$ cat config.mk
export PLATFORM = sky130hd
export DESIGN_NAME = ebi_front
export DESIGN_NICKNAME = d
export VERILOG_FILES = /design/src/hdl/ebi_pkg.sv /design/src/hdl/ebi_front.sv
export VERILOG_INCLUDE_DIRS = /design/src /design/src/hdl
export SDC_FILE = /design/constraint.sdc
export NUM_CORES = 1
export LEC_CHECK = 0
export ABC_CLOCK_PERIOD_IN_PS = 14000
export BUFFER_PORTS_ARGS = -buffer_cell sky130_fd_sc_hd__buf_4
export CAP_MARGIN = 20
export CORE_ASPECT_RATIO = 1.75
export CORE_MARGIN = 2
export CORE_UTILIZATION = 41
export DETAILED_ROUTE_END_ITERATION = 7
export RECOVER_POWER = 50
export SYNTH_ARGS = -nofsm -noshare
export SYNTH_HDL_FRONTEND = slang
export SYNTH_SLANG_ARGS = --single-unit
$ cat constraint.sdc
create_clock -name clk -period 14 [get_ports clk]
set_input_delay 2.8 -clock clk [delete_from_list [all_inputs] [get_ports clk]]
set_output_delay 2.8 -clock clk [all_outputs]
set_load 0.005 [all_outputs]
$ cat src/hdl/eq_breakpoint_bin_interpolator_defines.svh
// Assertion macros shared by the equalizer breakpoint interpolator.
// Included by the front and back modules; depends on nothing else.
`ifndef EQ_BREAKPOINT_BIN_INTERPOLATOR_DEFINES_SVH
`define EQ_BREAKPOINT_BIN_INTERPOLATOR_DEFINES_SVH

// The consequent must hold in the same cycle as the antecedent.
`define EBI_ASSERT_NOW(label, clk_s, rst_s, ante, cons, msg) \
  label: assert property (@(posedge clk_s) disable iff (rst_s) (ante) |-> (cons)) \
    else $error(msg);

// The consequent must hold in the cycle after the antecedent.
`define EBI_ASSERT_NEXT(label, clk_s, rst_s, ante, cons, msg) \
  label: assert property (@(posedge clk_s) disable iff (rst_s) (ante) |=> (cons)) \
    else $error(msg);

`endif

$ cat src/hdl/ebi_pkg.sv
// Shared types and constants of the equalizer breakpoint interpolator.
// Used by every module of the block except ebi_ram; depends on nothing.
package ebi_pkg;

  localparam int MAX_POINTS = 64;
  localparam int PTR_W      = $clog2(MAX_POINTS);
  localparam int CNT_W      = PTR_W + 1;
  localparam int FREQ_W     = 24;
  localparam int GAIN_W     = 16;
  localparam int GAINS_W    = 4 * GAIN_W;
  localparam int BIN_W      = 14;
  localparam int PROD_W     = FREQ_W + BIN_W;
  localparam int MSB_W      = $clog2(PROD_W);
  localparam int MANT_W     = 31;
  localparam int MANT_FRAC  = 30;
  localparam int FRAC_W     = 16;
  localparam int FCNT_W     = $clog2(FRAC_W);
  localparam int LOG_W      = MSB_W + FRAC_W;
  localparam int LG_W       = 26;
  localparam int T_W        = FRAC_W + 1;
  localparam int BL_W       = LG_W + T_W + 1;
  localparam int CODE_W     = GAIN_W - 1;
  localparam int BITP_W     = $clog2(CODE_W);
  localparam int DCNT_W     = $clog2(T_W);
  localparam int Q_DEPTH    = 4;
  localparam int Q_PTR_W    = $clog2(Q_DEPTH);
  localparam int FILL_W     = $clog2(Q_DEPTH + 1);
  localparam int CFG_W      = FREQ_W;

  localparam logic signed [LG_W-1:0] NEG_FLOOR_LOG2 = -26'sd10098862;
  localparam logic [21:0] BIN_WIDTH_RESET = 22'd22050;

  localparam logic REG_BIN_WIDTH   = 1'b0;
  localparam logic REG_INTERP_MODE = 1'b1;

  typedef enum logic [1:0] {
    CMD_CLEAR  = 2'd0,
    CMD_APPEND = 2'd1,
    CMD_QUERY  = 2'd2,
    CMD_NOP    = 2'd3
  } cmd_t;

  typedef enum logic [1:0] {
    ST_OK    = 2'd0,
    ST_FEW   = 2'd1,
    ST_ORDER = 2'd2,
    ST_FULL  = 2'd3
  } status_t;

  typedef struct packed {
    cmd_t               cmd;
    status_t            status;
    logic [CNT_W-1:0]   n;
    logic [FREQ_W-1:0]  freq;
    logic [GAINS_W-1:0] gains;
    logic [BIN_W-1:0]   bin;
  } qent_t;

  typedef enum logic [4:0] {
    B_IDLE, B_WRITE, B_MUL, B_RADDR, B_RCMP, B_GEX, B_GEX2, B_GA, B_GB, B_GC,
    B_DIVS, B_DIVW, B_PART, B_PARTB, B_LOGS, B_LOGW, B_BSUB, B_BMUL, B_BADD,
    B_BEND, B_DONE
  } back_state_t;

  typedef enum logic [2:0] {
    TG_F1, TG_F2, TG_FF, TG_A, TG_B, TG_R
  } log_tag_t;

  typedef enum logic [1:0] {
    LG_IDLE, LG_MSB, LG_SHIFT, LG_SQ
  } log_state_t;

  typedef enum logic {
    DV_IDLE, DV_RUN
  } div_state_t;

endpackage

$ cat src/hdl/ebi_front.sv
// Front end: accepts requests, checks them against the table shadow and queues them.
// Depends on ebi_pkg and the assertion macro header.
`include "eq_breakpoint_bin_interpolator_defines.svh"

module ebi_front (
  input  logic                        clk,
  input  logic                        rst,
  input  logic                        push,
  output logic                        full,
  input  logic [1:0]                  op,
  input  logic [ebi_pkg::FREQ_W-1:0]  point_freq,
  input  logic [ebi_pkg::GAINS_W-1:0] gains,
  input  logic [ebi_pkg::BIN_W-1:0]   bin_index,
  output logic                        q_empty,
  input  logic                        q_pop,
  output ebi_pkg::qent_t              q_head
);

  ebi_pkg::qent_t               ent_q [ebi_pkg::Q_DEPTH];
  logic [ebi_pkg::Q_PTR_W-1:0]  wr_ptr, rd_ptr;
  logic [ebi_pkg::FILL_W-1:0]   fill;
  logic [ebi_pkg::CNT_W-1:0]    count, count_next;
  logic [ebi_pkg::FREQ_W-1:0]   last_freq, last_freq_next;
  ebi_pkg::status_t             st;
  logic                         accept;
  ebi_pkg::qent_t               new_ent;

  assign full    = fill == ebi_pkg::FILL_W'(ebi_pkg::Q_DEPTH);
  assign q_empty = fill == '0;
  assign accept  = push && !full;
  assign q_head  = ent_q[rd_ptr];

  always_comb begin
    st             = ebi_pkg::ST_OK;
    count_next     = count;
    last_freq_next = last_freq;
    case (ebi_pkg::cmd_t'(op))
      ebi_pkg::CMD_CLEAR: count_next = '0;
      ebi_pkg::CMD_APPEND: begin
        if (count >= ebi_pkg::CNT_W'(ebi_pkg::MAX_POINTS)) begin
          st = ebi_pkg::ST_FULL;
        end else if (count != '0 && point_freq <= last_freq) begin
          st = ebi_pkg::ST_ORDER;
        end else begin
          count_next     = count + 1'b1;
          last_freq_next = point_freq;
        end
      end
      ebi_pkg::CMD_QUERY: begin
        if (count < ebi_pkg::CNT_W'(2)) begin
          st = ebi_pkg::ST_FEW;
        end
      end
      default: ;
    endcase
    new_ent.cmd    = ebi_pkg::cmd_t'(op);
    new_ent.status = st;
    new_ent.n      = count;
    new_ent.freq   = point_freq;
    new_ent.gains  = gains;
    new_ent.bin    = bin_index;
  end

  always_ff @(posedge clk) begin
    if (rst) begin
      count  <= '0;
      wr_ptr <= '0;
      rd_ptr <= '0;
      fill   <= '0;
    end else begin
      if (accept) begin
        count  <= count_next;
        wr_ptr <= wr_ptr + 1'b1;
      end
      if (q_pop && !q_empty) begin
        rd_ptr <= rd_ptr + 1'b1;
      end
      fill <= fill + ebi_pkg::FILL_W'(accept) - ebi_pkg::FILL_W'(q_pop && !q_empty);
    end
  end

  always_ff @(posedge clk) begin
    if (accept) begin
      ent_q[wr_ptr] <= new_ent;
      last_freq     <= last_freq_next;
    end
  end

  `EBI_ASSERT_NOW(a_count_bound, clk, rst, 1'b1, count <= ebi_pkg::CNT_W'(ebi_pkg::MAX_POINTS), "point count above table size")
  `EBI_ASSERT_NEXT(a_clear_count, clk, rst, accept && op == ebi_pkg::CMD_CLEAR, count == '0, "clear did not empty the table")

endmodule

==> impl_metrics.yaml, run 1 <==
run_status:
  status: "finished with violations"
  violations: "capacitance limit, slew limit"
yosys:
  synthArstFlopShare_pct: 0
  seq_area_frac_synth_pct: 78.7
  synthCells: 818
  synth.top_cell.area_share_pct: 77.0
  yosysTopAreaCell: "edfxtp_1"
  syn_area_um2: 18600
  synth_top_family_by_area: "multiplexers"
  syn-num-nets: 962
  synth_ff_type: "edfxtp_1"
  yosys_warnings: 0
  synth_compound_area_share_pct: 1.37
  synth-edff-count: 476
  ys_ff_latch: 492
  synth_area_leaders: "edfxtp_1 (77%), mux4_2 (14%), ha_1 (2.4%)"
  synth_xor_area_share_pct: 0.236
  synth_adder_area_share_pct: 2.47
  synth_cell_types: 43
  syn_avg_cell_area_um2: 22.7
  synthSimpleGateAreaFrac_pct: 1.94
  synthMuxAreaShare_pct: 14.0
clocking:
  cts_tree: "built"
  cts_setup_buffers: 0
  clk_latency_ns: 0.54
  numClockSinks: 492
  ctsHoldBuffers: 0
  clockRootBuffer: "clkbuf_16"
  cts_resized: 0
  path_clk_slew_ns: 0.06
  htreeDepth: 2
  clockBufferDepth: 3
  cts_buffers: 44
sta:
  finClkSkew_ns: 0.0131
  finalSetupTns_ns: 0
  rsz0062_at_grt: "no"
  finalHoldViolCount: 0
  max_slew_margin_pct: -31.6
  slew_violations: 73
  timing.final.ws_setup_ns: 7.36
  worstMarginPinSlew_ns: 1.97
  period_share_pct: 47.4
  period_minus_slack_ns: 6.64
  setup_viol: 0
  timing.fmax_ghz: 0.151
global_route:
  grt_pass1_wl_um: 57600
  grt_start_max_net_pins: 65
  track_usage_pct: 16.6
  grt_pass1_vias: 9567
  grt.overflow.total: 0
  antenna_found_initial: 8
hold_path:
  hold_path.class: "reg2reg"
critical_path:
  path_buf_inv: 3
  cpMaxStageDelayCell: "dfxtp_4"
  slowest_delay_ns: 1.00
  critical_path_arrival_ns: 3.84
  r2r_slack_ns: 10.00
  path_max_fanout: 44
  crit_top_cell: "buf_4"
  end_kind: "output pin"
  cp_top_family: "buffers and inverters"
  crit_path_cell_trace: "buf_4 -> buf_4 -> mux4_2 -> buf_4"
  path_class: "reg2out"
  start_kind: "flip-flop"
  required_ns: 11.20
power:
  power.leakage_uw: 0.00724
  power.density_nw_per_um2: 176
  irDropWorstVdd_mv: 0.165
detailed_routing:
  viasPerCell: 5.18
  final_antenna_net_count: 0
  vias: 8731
  initialDrtViolationCount: 561
  drt_first_pass_iters: 4
  wl_um: 38300
  drc_errors: 0
  wl_per_cell_um: 22.7
final_layout:
  final_cell_mix: "edfxtp_1 (476), buf_4 (127), clkbuf_1 (115)"
  nNetsFinal: 1213
  area_growth_pct: 18.6
  mostFrequentLayoutCell: "edfxtp_1"
  layout-drive-gt1-share_pct: 28.3
die:
  die_y_um: 286
  coreArea_um2: 45000
  dieArea_um2: 47100
  dieWidth_um: 165
  ios: 223
  num_rows: 103
  start_util_pct: 41.3
place:
  dp_slack_ns: 7.70
  gp_congestion: 0.762
  place.port_buffers: 222
  hpwl_um: 23800
job:
  drv_cap: 3
through the flow:
stage / instances / cell area, µm² / total power [µW] / util [%] / hold WS [ns]
final: 1684 / 22000 / 3880 / 49.0 / 0.506
after global routing: 1682 / 22000 / 4060 / 49.0 / 0.549
after CTS: 1678 / 22400 / 3960 / 49.8 / 0.512
after detailed placement: 1600 / 21000 / 2760 / 46.6 / 0.504
after global placement: 1599 / 21000 / 2750 / 46.6 / 0.496
after floorplan: 818 / 18600 / 2320 / - / 0.469
cell families (layout without fill, tap and decap cells):
logic type,after synthesis,count (layout)
AOI/OAI and AO/OA,36,36
and+or+nand+nor,67,67
adders and majority gates,36,36
DFF,492,492
other,0,6
muxes,118,118
xor gates and xnor gates,5,5
buffers and inverters,64,347
cells in the mapped netlist (all sizes together), types with 2 or more instances:
cell and n:
edfxtp 476, mux4 113, ha 35, inv 34, dfxtp 16, nand2 16
buf 15, clkbuf 15, a21oi 10, a21o 8, nand3 8, nor2 8
and2 6, nand4 6, nor2b 6, o21ai 6, mux2i 5, nor3 4
or4 4, xnor2 3, a21boi 2, nor3b 2, or3b 2, xor2 2
final timing paths:
path | cells past startpoint | startpoint | to
hold / removal | 2 | wr_ptr[1] | wr_ptr[1]
setup / recovery | 4 | flip-flop | q_head[75]
hold reg to reg | 2 | wr_ptr[1] | wr_ptr[1]
setup reg to reg | 6 | fill[1] | ent_q[0][48]
cell type report:
| class | instances | area [µm²] |
|---|---|---|
| inverters | 34 | 128 |
| clock buffers | 59 | 1220 |
| diodes | 6 | 15.0 |
| multi-input cells | 262 | 3720 |
| well taps | 577 | 722 |
| fillers | 3720 | 23000 |
| clock inverters | 19 | 214 |
| repair buffers | 235 | 1390 |
| flip-flops and latches | 492 | 14600 |
layer usage:
| layer | vias to the layer above | track usage (%) | wire length (µm) |
|---|---|---|---|
| li1 | 3903 | - | - |
| met5 | - | 0 | 46 |
| met4 | 8 | 6.04 | 1170 |
| met1 | 4549 | 19.3 | 14100 |
| met3 | 65 | 3.25 | 1880 |
| met2 | 206 | 30.1 | 21000 |
worst reg2reg max path, delay by kind of cell, from the launching register on:
| kind | cells | cell delay [ns] |
|---|---|---|
| buffers and inverters | 3 | 1.52 |
| DFF | 1 | 0.43 |
| and+or+nand+nor | 3 | 1.63 |
state kept, by name, indices dropped and copies added, names as in the netlist, named ones only:
name and count:
count 7, wr_ptr 2, rd_ptr 2, last_freq 24, ent_q 452, fill 3
where the power goes:
group	total [µW]	switching [µW]	internal [µW]
registers	1870	82.2	1780
logic	814	364	450
clock network	1200	495	701
total	3880	941	2940
Power figures use the tool's default switching activity.
==> run 2, diff against run 1 <==
--- a/config.mk
+++ b/config.mk
@@ -6,7 +6,8 @@
 export SDC_FILE = /design/constraint.sdc
 export NUM_CORES = 1
 export LEC_CHECK = 0
-export ABC_CLOCK_PERIOD_IN_PS = 14000
+export ABC_AREA = 1
+export ABC_CLOCK_PERIOD_IN_PS = 5650
 export BUFFER_PORTS_ARGS = -buffer_cell sky130_fd_sc_hd__buf_4
 export CAP_MARGIN = 20
 export CORE_ASPECT_RATIO = 1.75
==> constraint.sdc (replaced) <==
create_clock -name clk -period 5.65 [get_ports clk]
set_input_delay 1.13 -clock clk [delete_from_list [all_inputs] [get_ports clk]]
set_output_delay 1.13 -clock clk [all_outputs]
set_load 0.005 [all_outputs]
==> run 2 against run 1 <==
The flow still finishes with violations (capacitance limit, slew limit). Cell count is 30% higher. Largest cell class unchanged. Non-clock buffer count is 2 higher. Global-route usage is 0.79 points higher. Critical path type is now in2reg. Die area is 2.1% higher.
==> impl_metrics.yaml, run 2 <==
sta:
  period_minus_slack_ns: 4.37
  worstMarginPinSlew_ns: 3.60
  timing.fmax_ghz: 0.229
  max_slew_margin_pct: -140
  rsz0062_at_grt: "no"
  slew_violations: 325
  setup_viol: 0
  timing.hold.ws_ns: 0.480
  finalHoldViolCount: 0
  finClkSkew_ns: 0.0143
  period_share_pct: 77.3
detailed_routing:
  drc_errors: 0
  viasPerCell: 5.34
  final_antenna_net_count: 0
  vias: 11684
  wl_um: 43100
  drt_first_pass_iters: 5
  initialDrtViolationCount: 813
  wl_per_cell_um: 19.7
global_route:
  grt.overflow.total: 0
  track_usage_pct: 17.4
  antenna_found_initial: 1
  grt_pass1_wl_um: 65100
  grt_start_max_net_pins: 114
  grt_pass1_vias: 11566
yosys:
  ys_ff_latch: 492
  synth_area_leaders: "edfxtp_1 (75%), o21ai_0 (6.2%), nor2_1 (4.9%)"
  synth.most_common_cell: "edfxtp_1"
  yosysTopAreaCell: "edfxtp_1"
  synthCells: 1367
  syn-num-nets: 1511
  seq_area_frac_synth_pct: 77.0
  yosys_warnings: 0
  syn_area_um2: 19000
  netlist_top_cells_count: "edfxtp_1 (476), nor2_1 (249), o21ai_0 (235)"
  synth_cell_types: 28
  syn_avg_cell_area_um2: 13.9
  synth-edff-count: 476
  synth_ff_type: "edfxtp_1"
  synth.top_cell.area_share_pct: 75.3
  synthArstFlopShare_pct: 0
clocking:
  clockRootBuffer: "clkbuf_16"
  cts_setup_buffers: 0
  ctsHoldBuffers: 0
  path_clk_slew_ns: 0.06
  htreeDepth: 2
  cts_resized: 0
  clk_latency_ns: 0.55
  clockBufferDepth: 3
  cts_buffers: 44
  cts_tree: "built"
  numClockSinks: 492
final_layout:
  area_growth_pct: 16.9
  largest_reg_flops: 452
  layout-drive-gt1-share_pct: 12.8
  regMostFlops: "ent_q"
  nNetsFinal: 1720
  multi_input_area_um2: 3830
  fillers: 4059
  mostFrequentLayoutCell: "edfxtp_1"
  fin_cells: 2190
  final_cell_mix: "edfxtp_1 (476), nor2_1 (246), o21ai_0 (235)"
  seq_area_um2: 14600
  top_regs: "ent_q (452), last_freq (24), count (7)"
critical_path:
  path_class: "in2reg"
  start_kind: "input pin"
  cpMaxStageDelayCell: "clkbuf_2"
  path_max_fanout: 113
  end_kind: "flip-flop"
  required_ns: 5.71
  r2r_slack_ns: 1.40
  critical_path_arrival_ns: 4.43
  startpoint: "push"
  cp_top_family: "buffers and inverters"
  path_buf_inv: 3
  slowest_delay_ns: 2.47
  r2r_start: "fill[1]"
  crit_path_cell_trace: "clkbuf_4 -> o21ai_0 -> clkbuf_1 -> nor2_4 -> clkbuf_2"
die:
  ios: 223
  dieArea_um2: 48100
  dieWidth_um: 167
  num_rows: 104
  coreArea_um2: 45800
  start_util_pct: 41.4
  die_y_um: 289
place:
  place.port_buffers: 222
  gp_congestion: 0.771
  hpwl_um: 24500
  dp_cells: 2113
job:
  drv_cap: 5
power:
  power.density_nw_per_um2: 438
  power.leakage_uw: 0.00765
  irDropWorstVdd_mv: 0.350
run_status:
  violations: "capacitance limit, slew limit"
  status: "finished with violations"
hold_path:
  hold_path.class: "reg2reg"
  min-delay-start: "rd_ptr[0]"
==> run 2: worst paths after layout <==
path,end,cells after the start
min,rd_ptr[0],1
min reg2reg,rd_ptr[0],1
max,ent_q[0][87],5
max reg2reg,ent_q[0][87],6
==> run 2: worst reg2reg max path, stage by stage, from the launching register on <==
cell and delay, ns:
dfxtp_1 0.43, inv_1 0.06, nand2_1 0.07, o21ai_0 0.07, clkbuf_1 0.35, nor2_4 0.17, clkbuf_2 2.47
==> run 2: logic make-up after synthesis <==
group | after synthesis | share of synthesized area [%]
flip-flops | 492 | 77.0
AO/OA/AOI/OAI | 371 | 10.6
XOR/XNOR | 1 | 0.0462
buffers and inverters | 142 | 2.93
AND/OR/NAND/NOR | 325 | 6.96
adder cells (fa/ha/maj) | 36 | 2.41
==> run 2: layout make-up <==
| type | instances | share of cell area [%] |
|---|---|---|
| multi-input combinational | 733 | 17.3 |
| sequential | 492 | 65.9 |
| tap | 583 | 3.29 |
| inverter | 68 | 1.18 |
| timing repair buffer | 237 | 6.34 |
| antenna | 1 | 0.0113 |
| clock inverter | 23 | 0.818 |
| clock buffer | 53 | 5.21 |
==> run 2: per-stage QoR <==
stage	area, µm²	setup slack, ns	setup TNS (ns)	util [%]	power [µW]
after detailed placement	21300	2.18	0	46.5	7020
after global routing	22200	1.00	0	48.4	10200
final	22200	1.28	0	48.4	9710
after floorplan	19000	-1.09	-491.80	-	5810
after CTS	22600	1.66	0	49.4	9860
after global placement	21300	2.23	0	46.5	6960
==> run 2: power by group <==
part | internal [µW] | switching, µW
registers | 4480 | 142
logic | 868 | 1380
clock network | 1590 | 1250
==> run 2: layer usage <==
layer  part of all wire, %  track usage [%]  vias up
li1                      -                -     5452
met5                     0                0        -
met4                   3.9             7.41        0
met1                    38             20.0     5829
met2                    53             32.0      314
met3                   4.8             2.75       89
